`config.mk`:
```
export PLATFORM = sky130hd
export DESIGN_NAME = rrc_root_stage
export DESIGN_NICKNAME = d
export VERILOG_FILES = /design/src/rtl/rrc_pkg.sv /design/src/rtl/rrc_root_stage.sv
export SDC_FILE = /design/constraint.sdc
export NUM_CORES = 1
export LEC_CHECK = 0
export BUFFER_PORTS_ARGS = -buffer_cell sky130_fd_sc_hd__buf_2
export CAP_MARGIN = 40
export CORE_ASPECT_RATIO = 0.7
export CORE_MARGIN = 4
export CORE_UTILIZATION = 30
export DETAILED_ROUTE_END_ITERATION = 16
export SYNTH_ARGS = -nofsm -noshare
export SYNTH_HDL_FRONTEND = slang
export SYNTH_SLANG_ARGS = --single-unit
```
`constraint.sdc`:
```
create_clock -name clk -period 11.4 [get_ports clk]
set_input_delay 1.71 -clock clk [delete_from_list [all_inputs] [get_ports clk]]
set_output_delay 1.71 -clock clk [all_outputs]
set_load 0.03 [all_outputs]
```
`src/rtl/rrc_pkg.sv`:
```
// Shared constants for the reflection resolution calculator.
// Result status codes and configuration register indexes; no dependencies.
`default_nettype none

package rrc_pkg;

	// Result status codes.
	localparam logic [1:0] ST_OK     = 2'd0;
	localparam logic [1:0] ST_ZERO   = 2'd1;
	localparam logic [1:0] ST_NONPOS = 2'd2;

	// Configuration register indexes.
	localparam logic [2:0] REG_HH = 3'd0;
	localparam logic [2:0] REG_KK = 3'd1;
	localparam logic [2:0] REG_LL = 3'd2;
	localparam logic [2:0] REG_HK = 3'd3;
	localparam logic [2:0] REG_HL = 3'd4;
	localparam logic [2:0] REG_KL = 3'd5;

	// Result bits produced by the root stages.
	localparam int ROOT_BITS = 32;

endpackage

`default_nettype wire

```
`src/rtl/rrc_root_stage.sv`:
```
// One digit stage of the two square-root recurrences (sin(theta)/lambda and d).
// Uses rrc_pkg for the result width; instantiated by reflection_resolution_calc.
`default_nettype none

module rrc_root_stage
	import rrc_pkg::*;
#(
	parameter int BIT = 31,
	parameter int QPW = 53,
	parameter int LSW = 65,
	parameter int LDW = 69,
	parameter int RQW = 85
) (
	input  wire logic                 clk,
	input  wire logic                 arst_n,
	input  wire logic                 up_valid,
	output logic                      up_ready,
	output logic                      dn_valid,
	input  wire logic                 dn_ready,
	input  wire logic [QPW-1:0]       q_in,
	input  wire logic [1:0]           st_in,
	input  wire logic [LSW-1:0]       rs_in,
	input  wire logic [LDW-1:0]       rd_in,
	input  wire logic [RQW-1:0]       rq_in,
	input  wire logic [ROOT_BITS-1:0] ts_in,
	input  wire logic [ROOT_BITS-1:0] td_in,
	output logic [QPW-1:0]            q_s,
	output logic [1:0]                st_s,
	output logic [LSW-1:0]            rs_s,
	output logic [LDW-1:0]            rd_s,
	output logic [RQW-1:0]            rq_s,
	output logic [ROOT_BITS-1:0]      ts_s,
	output logic [ROOT_BITS-1:0]      td_s
);

	localparam int CSW = ((LSW > ROOT_BITS + 36) ? LSW : ROOT_BITS + 36) + 1;
	localparam int DSW = RQW + ROOT_BITS + 2;

	logic [CSW-1:0] s_term;
	logic [DSW-1:0] d_term;
	logic           s_ok;
	logic           d_ok;
	logic           adv;

	// Growth of 4*t^2 when this bit is set: 4*(2^(b+1)*t + 2^(2b)).
	assign s_term = (CSW'(ts_in) << (BIT + 3)) + (CSW'(1) << (2 * BIT + 2));
	assign s_ok   = s_term <= CSW'(rs_in);

	// Growth of r^2*Q when this bit is set: 2^(b+1)*r*Q + 2^(2b)*Q.
	assign d_term = (DSW'(rq_in) << (BIT + 1)) + (DSW'(q_in) << (2 * BIT));
	assign d_ok   = d_term <= DSW'(rd_in);

	assign up_ready = !dn_valid || dn_ready;
	assign adv      = up_valid && up_ready;

	// Valid bit of this stage.
	always_ff @(posedge clk or negedge arst_n) begin
		if (!arst_n) begin
			dn_valid <= 1'b0;
		end else if (up_ready) begin
			dn_valid <= up_valid;
		end
	end

	// Residuals shrink and the partial roots grow where the bit is kept.
	always_ff @(posedge clk) begin
		if (adv) begin
			q_s  <= q_in;
			st_s <= st_in;
			rs_s <= s_ok ? rs_in - s_term[LSW-1:0] : rs_in;
			ts_s <= s_ok ? ts_in | (ROOT_BITS'(1) << BIT) : ts_in;
			rd_s <= d_ok ? rd_in - d_term[LDW-1:0] : rd_in;
			rq_s <= d_ok ? rq_in + (RQW'(q_in) << BIT) : rq_in;
			td_s <= d_ok ? td_in | (ROOT_BITS'(1) << BIT) : td_in;
		end
	end

endmodule

`default_nettype wire

```
Word level (Yosys, flattened, before mapping)

Cells that the tools add are included.

Magnitude comparators: 2
Mux-type cells: 3
Reductions and logical operators: 3
Add/sub/neg operators: 5

Operator list:

| cell                                                              | number |
|---|---|
| 117-bit by 115-bit adder with 118-bit output                      | 1 |
| 118-bit by 69-bit <= comparator with 1-bit output                 | 1 |
| 85-bit by 84-bit adder with 85-bit output                         | 1 |
| 85-bit two-way mux                                                | 1 |
| 69-bit two-way mux                                                | 1 |
| 69-bit subtractor                                                 | 1 |
| 66-bit by 65-bit adder with 67-bit output (second input constant) | 1 |
| 67-bit by 65-bit <= comparator with 1-bit output                  | 1 |
| 65-bit two-way mux                                                | 1 |
| 65-bit subtractor                                                 | 1 |
| 1-bit logical AND                                                 | 1 |
| 1-bit logical NOT                                                 | 1 |
| 1-bit logical OR                                                  | 1 |

Output and inout bits: 340
Register bits: 339
Word-level logic and storage cells: 23

Logic depth before layout (Yosys ltp)

Gate-level depths: netlist (run 1).

Word-level depth: 3
Gate-level depth with buffers: 23
Mapped depth without buffers: 21

Least setup slack after synthesis (run 1)

Ideal clock, no wire load.

Kind: input to register
Start point: input dn_ready
End point: register q_s[0] (enable)
Setup slack: 0.927 ns
Stages on the path: 2
Data arrival time: 9.731 ns
Data required time: 10.658 ns
Library setup time: 0.742 ns
Cell sequence: nand2b_1 > and2_1

Word-level cells in the longest chain between the ends: 2

RTL lines:

| what                   | line                 | text |
|---|---|---|
| start: declaration     | rrc_root_stage.sv:19 | `input wire logic dn_ready,` |
| 1-bit logical OR       | rrc_root_stage.sv:53 | `assign up_ready = !dn_valid \|\| dn_ready;` |
| 1-bit logical AND      | rrc_root_stage.sv:54 | `assign adv = up_valid && up_ready;` |
| net adv                | rrc_root_stage.sv:43 | `logic adv;` |
| end signal: assignment | rrc_root_stage.sv:68 | `q_s <= q_in;` |
| end: declaration       | rrc_root_stage.sv:27 | `output logic [QPW-1:0] q_s,` |

The timed path passes the listed nets, and every way through them passes these cells.
A chain may end at the register's enable or synchronous reset.

Worst setup path after layout (run 1)

Start point: input q_in[0]
End point: register rd_s[49] (data pin)

Word-level cells in the longest chain between the ends: 3

RTL lines:

| what                                              | line                 | text |
|---|---|---|
| start: declaration                                | rrc_root_stage.sv:20 | `input wire logic [QPW-1:0] q_in,` |
| 117-bit by 115-bit adder with 118-bit output      | rrc_root_stage.sv:50 | `assign d_term = (DSW'(rq_in) << (BIT + 1)) + (DSW'(q_in) << (2 * BIT));` |
| 118-bit by 69-bit <= comparator with 1-bit output | rrc_root_stage.sv:51 | `assign d_ok = d_term <= DSW'(rd_in);` |
| 69-bit two-way mux                                | rrc_root_stage.sv:72 | `rd_s <= d_ok ? rd_in - d_term[LDW-1:0] : rd_in;` |
| end signal: assignment                            | rrc_root_stage.sv:72 |  |
| end: declaration                                  | rrc_root_stage.sv:30 | `output logic [LDW-1:0] rd_s,` |

Every way passes these cells.

==> results of run 1 <==
## routing by layer
layer	vias up	track usage [%]	wire [um]	part of all wire [%]
met5	-	0	86	0.11
met4	12	3.80	1360	1.8
met3	83	4.85	6370	8.3
met2	610	29.3	36000	47
met1	9194	23.5	33400	43
li1	9472	-	-	-
## layout by cell type, fill, tap and decap left out, types with 9 or more instances in the layout
master and n:
mux2_1 13, nand4_1 37, nor2b_1 28, and2_1 9
inv_1 191, mux2i_1 58, o211ai_1 17, ha_1 241
nand2b_1 39, xor2_1 54, nor3_1 29, nor2_1 90
buf_2 682, nand3_1 31, edfxtp_1 338, nand2_1 108
clkbuf_16 39, buf_4 9, o21a_1 26, a31oi_1 19
and3_1 19, xnor2_1 81, a211oi_1 15, o21bai_1 24
nor4_1 26, a21o_1 88, or2_2 13, a21oi_1 203
mux2_2 19, o21ai_0 110, mux2_4 36
## sequential cells by signal, indices dropped and copies added (netlist names)
register  cells
rd_s         69
q_s          53
ts_s         32
rq_s         85
dn_valid      1
st_s          2
td_s         32
rs_s         65
## final timing paths
kind | from | end | slack, ps | cells after the start
worst max-delay path | q_in[0] | rd_s[49]$_DFFE_PP_ | 4290 | 19
worst min-delay path | dn_valid$_DFFE_PN0N_ | dn_valid$_DFFE_PN0N_ | 540 | 2
worst max register to register | dn_valid$_DFFE_PN0N_ | q_s[43]$_DFFE_PP_ | 8270 | 4
worst min register to register | dn_valid$_DFFE_PN0N_ | dn_valid$_DFFE_PN0N_ | 540 | 2
max in group asynchronous | arst_n | dn_valid$_DFFE_PN0N_ | 10430 | 1
min in group asynchronous | arst_n | dn_valid$_DFFE_PN0N_ | 890 | 1
## logic make-up (layout without fill, tap and decap cells)
kind of cell | count (synthesis) | in the layout | synth area share [%]
AO/OA/AOI/OAI | 605 | 605 | 16.7
XOR/XNOR | 135 | 135 | 5.06
adder cells (fa/ha/maj) | 245 | 245 | 13.2
buffers and inverters | 250 | 955 | 4.63
flip-flops | 339 | 339 | 43.5
multiplexers | 126 | 126 | 6.33
other | 0 | 6 | 0
AND/OR/NAND/NOR | 472 | 472 | 10.5
## power groups by stage
stage | Combinational [uW] | Sequential [uW] | Clock (uW)
after detailed placement | 1060 | 1510 | 0
after floorplan | 580 | 1670 | 0
after CTS | 1070 | 1480 | 1310
after global routing | 1170 | 1480 | 1350
after global placement | 1060 | 1500 | 0
final | 1070 | 1480 | 1260
## stage by stage
stage / utilization [%] / worst slack (ps) / power (uW) / hold slack [ps]
floorplan: - / 927 / 2250 / 925
global placement: 36.1 / 3310 / 2560 / 527
detailed placement: 36.1 / 3660 / 2570 / 527
CTS: 37.8 / 4250 / 3850 / 550
global route: 37.8 / 3870 / 4010 / 612
finish: 37.8 / 4290 / 3810 / 545
## area by class of cell
| type | count | area [um^2] |
|---|---|---|
| Multi-Input combinational cell | 1583 | 12100 |
| Tap cell | 1044 | 1310 |
| Inverter | 191 | 717 |
| Fill cell | 7838 | 47900 |
| Timing Repair Buffer | 693 | 3530 |
| Clock buffer | 43 | 991 |
| Clock inverter | 28 | 282 |
| Antenna cell | 6 | 15.0 |
| Sequential cell | 339 | 10200 |
## critical path: cells and delay by family
family	cells	cell delay (ps)
AND/OR/NAND/NOR	9	2700
adder cells (fa/ha/maj)	3	960
buffers and inverters	3	840
AO/OA/AOI/OAI	2	640
multiplexers	1	410
XOR/XNOR	1	140
==> impl_metrics.prom, run 1 <==
# TYPE chip_impl_metric gauge
chip_impl_metric{name="die_width",unit="um"} 342
chip_impl_metric{name="async_reset_ff_share",unit="%"} 0.295
chip_impl_metric{name="finalInstanceArea",unit="um^2"} 29200
chip_impl_metric{name="clk_latency",unit="ps"} 580
chip_impl_metric{name="net-switching-power",unit="uW"} 1250
chip_impl_metric{name="total_leakage_power",unit="uW"} 0.0129
chip_impl_metric{name="average_via_count_per_standard_cell",unit=""} 4.93
chip_impl_metric{name="pwr-share-seq",unit="%"} 38.8
chip_impl_metric{name="switching_share",unit="%"} 32.7
chip_impl_metric{name="report.final.hold_viol_count",unit=""} 0
chip_impl_info{name="ys.flop_type",value="edfxtp_1"} 1
chip_impl_metric{name="antenna_found_initial",unit=""} 19
chip_impl_metric{name="cts_resized",unit=""} 0
chip_impl_metric{name="crit_path_max_incr_delay",unit="ps"} 660
chip_impl_metric{name="wire_length_of_the_first_global_routing_pass",unit="um"} 115000
chip_impl_metric{name="drt-pass1-iter-count",unit=""} 6
chip_impl_metric{name="syn-mean-instance-area",unit="um^2"} 10.8
chip_impl_metric{name="layout.cells.non_filler",unit=""} 3927
chip_impl_metric{name="tightest_slew",unit="ps"} 807
chip_impl_metric{name="grt_pass1_vias",unit=""} 18500
chip_impl_metric{name="placementRows",unit=""} 85
chip_impl_metric{name="ys_seq_elements",unit=""} 339
chip_impl_metric{name="crit_required",unit="ps"} 11710
chip_impl_metric{name="drive_above_1_share",unit="%"} 29.1
chip_impl_metric{name="syn-cell-area",unit="um^2"} 23400
chip_impl_metric{name="area_growth",unit="%"} 24.7
chip_impl_metric{name="cts-htree-levels",unit=""} 2
chip_impl_metric{name="place.gp.congestion",unit=""} 0.903
chip_impl_metric{name="die-area",unit="um^2"} 82600
chip_impl_info{name="worst_path_max_delay_cell",value="buf_4"} 1
chip_impl_info{name="yosys.area.top_type",value="edfxtp_1"} 1
chip_impl_info{name="leading_cell_types_by_total_area_after_synthesis",value="edfxtp_1, ha_1, a21oi_1"} 1
chip_impl_metric{name="synth.distinct_cells",unit=""} 86
chip_impl_metric{name="globalRoute.totalOverflow",unit=""} 0
chip_impl_info{name="setup.worst_path.end_class",value="flip-flop"} 1
chip_impl_metric{name="power_per_cell_area",unit="nW/um^2"} 131
chip_impl_metric{name="cts_inserted_buffers",unit=""} 39
chip_impl_metric{name="final-setup-viol-count",unit=""} 0
chip_impl_info{name="worstPathCellList",value="buf_2 -> ha_1 -> inv_1 -> fa_1 -> nand2b_1 -> a21oi_1 -> nor2_1 -> xnor2_1 -> ha_1 -> nand4_1 -> nor4_1 -> a41oi_1 -> nor4_1 -> nand4_1 -> or4_1 -> nor4_2 -> and4_4 -> buf_4 -> mux2_2"} 1
chip_impl_metric{name="cts_num_sinks",unit=""} 339
chip_impl_metric{name="combinationalPowerShare",unit="%"} 28.0
chip_impl_metric{name="irDropWorstVdd",unit="V"} 0.0000875
chip_impl_metric{name="synthCells",unit=""} 2172
chip_impl_info{name="cp-start-kind",value="input port"} 1
chip_impl_metric{name="cell_internal_pwr",unit="uW"} 2560
chip_impl_metric{name="tns",unit="ps"} 0
chip_impl_metric{name="synth_top_area_share",unit="%"} 43.4
chip_impl_info{name="timing_worst_setup_path_type",value="input port to flip-flop"} 1
chip_impl_metric{name="slew_headroom",unit="%"} 44.8
chip_impl_metric{name="postPlaceCellArea",unit="um^2"} 27900
chip_impl_info{name="outcome",value="finished, final reports clean"} 1
chip_impl_metric{name="clkSlewWorstSetupHoldPaths",unit="ps"} 60
chip_impl_metric{name="die_h",unit="um"} 242
chip_impl_info{name="clock-root-buffer",value="clkbuf_16"} 1
chip_impl_metric{name="dpl.hpwl",unit="um"} 63500
chip_impl_metric{name="largest_net_degree_at_the_start_of_global_routing",unit=""} 66
chip_impl_metric{name="max_freq",unit="MHz"} 141
chip_impl_metric{name="cts_hold_buf",unit=""} 0
chip_impl_metric{name="drtIter0Drc",unit=""} 1271
chip_impl_metric{name="finish.net_count",unit=""} 3434
chip_impl_metric{name="dr_total_vias",unit=""} 19400
chip_impl_info{name="rsz0062_at_grt",value="false"} 1
chip_impl_info{name="hold_path_class",value="flip-flop to flip-flop"} 1
chip_impl_metric{name="clockPowerShare",unit="%"} 33.2
chip_impl_info{name="yosys-top-cells-count",value="edfxtp_1, ha_1, a21oi_1"} 1
chip_impl_metric{name="fin_worst_skew",unit="ps"} 28.9
chip_impl_metric{name="number_of_enable_type_register_cells_in_the_synthesized_netlist",unit=""} 338
chip_impl_metric{name="max-cap-violations",unit=""} 0
chip_impl_metric{name="timing_max_transition_violations_final",unit=""} 0
chip_impl_metric{name="core_area",unit="um^2"} 77100
chip_impl_metric{name="worst_case_clock_buffer_depth",unit=""} 3
chip_impl_metric{name="crit_path_max_fanout",unit=""} 39
chip_impl_metric{name="routed_wl",unit="um"} 77100
chip_impl_info{name="yosysMostFrequentCell",value="edfxtp_1"} 1
chip_impl_metric{name="postSynthNetCount",unit=""} 2759
chip_impl_metric{name="synth_warnings",unit=""} 0
chip_impl_metric{name="detail-route-antenna-nets",unit=""} 0
chip_impl_metric{name="place_inst",unit=""} 3850
chip_impl_metric{name="global_route.usage.total",unit="%"} 17.8
chip_impl_metric{name="final.min_clock_period",unit="ps"} 7110
chip_impl_metric{name="post_drt_wl_per_cell",unit="um"} 19.6
chip_impl_metric{name="ioPinCount",unit=""} 682
chip_impl_info{name="cts_tree",value="built"} 1
chip_impl_metric{name="postCtsSetupBuffers",unit=""} 0
chip_impl_metric{name="io_buffer_count",unit=""} 681
chip_impl_metric{name="seq_area_frac_synth",unit="%"} 43.5
chip_impl_metric{name="detail_route.drc_violations",unit=""} 0
chip_impl_metric{name="initial_core_util",unit="%"} 30.3
chip_impl_metric{name="period_share",unit="%"} 62.4
chip_impl_metric{name="critical_path_arrival",unit="ps"} 7430
No activity file was read; power rests on OpenSTA's default activity.
==> inputs of run 2 (changes only) <==
Clock period 11.4 ns to 6.7 ns, I/O delays scaled along.
==> run 2 against run 1 <==
Cell count unchanged. Critical path type unchanged. Non-clock buffer count fell by 2. Clock power is 67% higher. Setup slack got worse by 3400 ps. Power is 69% higher. Largest cell class unchanged. Register-to-register slack worse by 3900 ps. Largest power group unchanged. Hold slack got worse by 340 ps.
==> impl_metrics.prom, run 2 (synthesis results as in run 1) <==
# TYPE chip_impl_metric gauge
chip_impl_metric{name="post_drt_wl_per_cell",unit="um"} 19.9
chip_impl_info{name="hold_path_class",value="input port to async pin"} 1
chip_impl_metric{name="timing_max_transition_violations_final",unit=""} 0
chip_impl_info{name="global_route.peak_usage_layer",value="met2"} 1
chip_impl_metric{name="r2r_setup_slack",unit="ps"} 4360
chip_impl_metric{name="finalCoreUtilization",unit="%"} 37.8
chip_impl_metric{name="cts_inserted_buffers",unit=""} 40
chip_impl_info{name="biggestRegsByFlops",value="rq_s x85, rd_s x69, rs_s x65"} 1
chip_impl_info{name="cts_tree",value="built"} 1
chip_impl_info{name="setup.worst_path.end_class",value="flip-flop"} 1
chip_impl_metric{name="die-area",unit="um^2"} 82600
chip_impl_metric{name="detail_route.drc_violations",unit=""} 0
chip_impl_metric{name="drt-pass1-iter-count",unit=""} 5
chip_impl_metric{name="postCtsSetupBuffers",unit=""} 0
chip_impl_metric{name="layout.filler_cells",unit=""} 7700
chip_impl_metric{name="slew_headroom",unit="%"} 42.8
chip_impl_metric{name="dr_total_vias",unit=""} 19400
chip_impl_metric{name="clk_latency",unit="ps"} 580
chip_impl_info{name="most-common-layout-cells",value="buf_2, edfxtp_1, ha_1, a21oi_1, inv_1"} 1
chip_impl_metric{name="final.min_clock_period",unit="ps"} 5830
chip_impl_metric{name="irDropWorstVdd",unit="V"} 0.000154
chip_impl_metric{name="critical_path_arrival",unit="ps"} 6140
chip_impl_metric{name="die_h",unit="um"} 242
chip_impl_metric{name="grt_use_met3",unit="%"} 5.75
chip_impl_metric{name="area_growth",unit="%"} 24.6
chip_impl_metric{name="wire_length_of_the_first_global_routing_pass",unit="um"} 116000
chip_impl_metric{name="drive_above_1_share",unit="%"} 28.9
chip_impl_metric{name="place.gp.congestion",unit=""} 0.889
chip_impl_metric{name="power_per_cell_area",unit="nW/um^2"} 221
chip_impl_metric{name="routed_wl",unit="um"} 78100
chip_impl_metric{name="place_inst",unit=""} 3848
chip_impl_metric{name="global_route.usage.total",unit="%"} 18.0
chip_impl_info{name="outcome",value="finished, final reports clean"} 1
chip_impl_metric{name="postPlaceCellArea",unit="um^2"} 27900
chip_impl_info{name="crit_reg_reg_endpoint",value="q_s[43]$_DFFE_PP_"} 1
chip_impl_metric{name="antenna_found_initial",unit=""} 23
chip_impl_metric{name="period_share",unit="%"} 87.0
chip_impl_metric{name="grt_use_met1",unit="%"} 23.8
chip_impl_metric{name="final-setup-viol-count",unit=""} 0
chip_impl_metric{name="core_area",unit="um^2"} 77100
chip_impl_metric{name="ioPinCount",unit=""} 682
chip_impl_metric{name="globalRoute.totalOverflow",unit=""} 0
chip_impl_metric{name="crit_path_max_incr_delay",unit="ps"} 530
chip_impl_metric{name="clkSlewWorstSetupHoldPaths",unit="ps"} 60
chip_impl_metric{name="use_met2",unit="%"} 28.6
chip_impl_metric{name="seq_area",unit="um^2"} 10200
chip_impl_metric{name="crit_required",unit="ps"} 7010
chip_impl_metric{name="initial_core_util",unit="%"} 30.3
chip_impl_metric{name="crit_path_max_fanout",unit=""} 44
chip_impl_metric{name="tightest_slew",unit="ps"} 858
chip_impl_metric{name="drtIter0Drc",unit=""} 1212
chip_impl_info{name="clock-root-buffer",value="clkbuf_16"} 1
chip_impl_metric{name="placementRows",unit=""} 85
chip_impl_info{name="worstPathCellList",value="buf_2 -> ha_1 -> inv_1 -> fa_1 -> nand2b_1 -> a21oi_1 -> nor2_1 -> xnor2_1 -> ha_1 -> nand4_1 -> nor4_1 -> a41oi_1 -> nor4_1 -> nand4_1 -> or4_1 -> nor4_2 -> and4_4 -> buf_12 -> mux2_2"} 1
chip_impl_metric{name="total_leakage_power",unit="uW"} 0.0129
chip_impl_metric{name="report.final.hold_viol_count",unit=""} 0
chip_impl_metric{name="detail-route-antenna-nets",unit=""} 0
chip_impl_metric{name="max-cap-violations",unit=""} 0
chip_impl_metric{name="cts_hold_buf",unit=""} 0
chip_impl_info{name="layout.cells.most_common",value="buf_2"} 1
chip_impl_metric{name="tns",unit="ps"} 0
chip_impl_metric{name="number_of_flip_flops_in_the_largest_register",unit=""} 85
chip_impl_info{name="rsz0062_at_grt",value="false"} 1
chip_impl_metric{name="fin_worst_skew",unit="ps"} 21.5
chip_impl_metric{name="max_freq",unit="MHz"} 172
chip_impl_metric{name="finish.net_count",unit=""} 3433
chip_impl_metric{name="layout.cells.non_filler",unit=""} 3927
chip_impl_info{name="regMostFlops",value="rq_s"} 1
chip_impl_info{name="worst_path_max_delay_cell",value="or4_1"} 1
chip_impl_metric{name="cts_resized",unit=""} 0
chip_impl_info{name="timing_worst_setup_path_type",value="input port to flip-flop"} 1
chip_impl_metric{name="grt_pass1_vias",unit=""} 18600
chip_impl_metric{name="die_width",unit="um"} 342
chip_impl_metric{name="cts-htree-levels",unit=""} 2
chip_impl_info{name="crit-reg2reg-launch",value="dn_valid$_DFFE_PN0N_"} 1
chip_impl_metric{name="largest_net_degree_at_the_start_of_global_routing",unit=""} 127
chip_impl_metric{name="cts_num_sinks",unit=""} 339
chip_impl_metric{name="worst_case_clock_buffer_depth",unit=""} 3
chip_impl_metric{name="average_via_count_per_standard_cell",unit=""} 4.94
chip_impl_metric{name="dpl.hpwl",unit="um"} 64100
chip_impl_metric{name="multi_input_gate_area_in_the_final_layout",unit="um^2"} 12100
chip_impl_metric{name="io_buffer_count",unit=""} 681
chip_impl_metric{name="rr_worst_depth",unit=""} 3
chip_impl_info{name="cp-start-kind",value="input port"} 1
chip_impl_metric{name="finalInstanceArea",unit="um^2"} 29100
[run 2: per-layer routing]
layer / part of all wire, % / routed length, um
met5: 0.11 / 85
met4: 1.9 / 1480
met3: 8.9 / 6960
met2: 46 / 35600
met1: 44 / 34000
[run 2: where the power goes]
| part | internal [uW] | switching (uW) |
|---|---|---|
| clock | 1180 | 930 |
| combinational | 668 | 1150 |
| sequential | 2490 | 27.7 |
| total | 4340 | 2110 |
[run 2: worst max path at each step]
stage | startpoint | end | slack, ps
detailed placement | q_in[0] | rq_s[82]$_DFFE_PP_ | 250
finish | q_in[0] | rd_s[48]$_DFFE_PP_ | 870
global placement | q_in[0] | rd_s[56]$_DFFE_PP_ | 370
CTS | q_in[0] | rd_s[65]$_DFFE_PP_ | 830
floorplan | dn_ready | q_s[0]$_DFFE_PP_ | 710
global route | q_in[0] | rd_s[52]$_DFFE_PP_ | 510
[run 2: layout make-up]
| cell class | count | area share [%] |
|---|---|---|
| Clock inverter | 23 | 0.653 |
| Multi-Input combinational cell | 1583 | 41.7 |
| Sequential cell | 339 | 34.9 |
| Timing Repair Buffer | 691 | 12.2 |
| Antenna cell | 8 | 0.0687 |
| Tap cell | 1044 | 4.48 |
| Clock buffer | 48 | 3.54 |
| Inverter | 191 | 2.46 |
[run 2: critical path, delay by kind of cell]
family	cells	cell delay (ps)
buf+inv	3	450
simple gates	9	2420
compound gates	2	680
xor+xnor	1	150
fa+ha+maj	3	930
mux	1	390
[run 2: metrics by stage]
step                hold slack, ps  setup slack, ps  total power, uW
floorplan                      709              708             3810
global placement               523              366             4360
detailed placement             529              247             4370
CTS                            156              834             6530
global route                   161              511             6790
finish                         209              872             6440
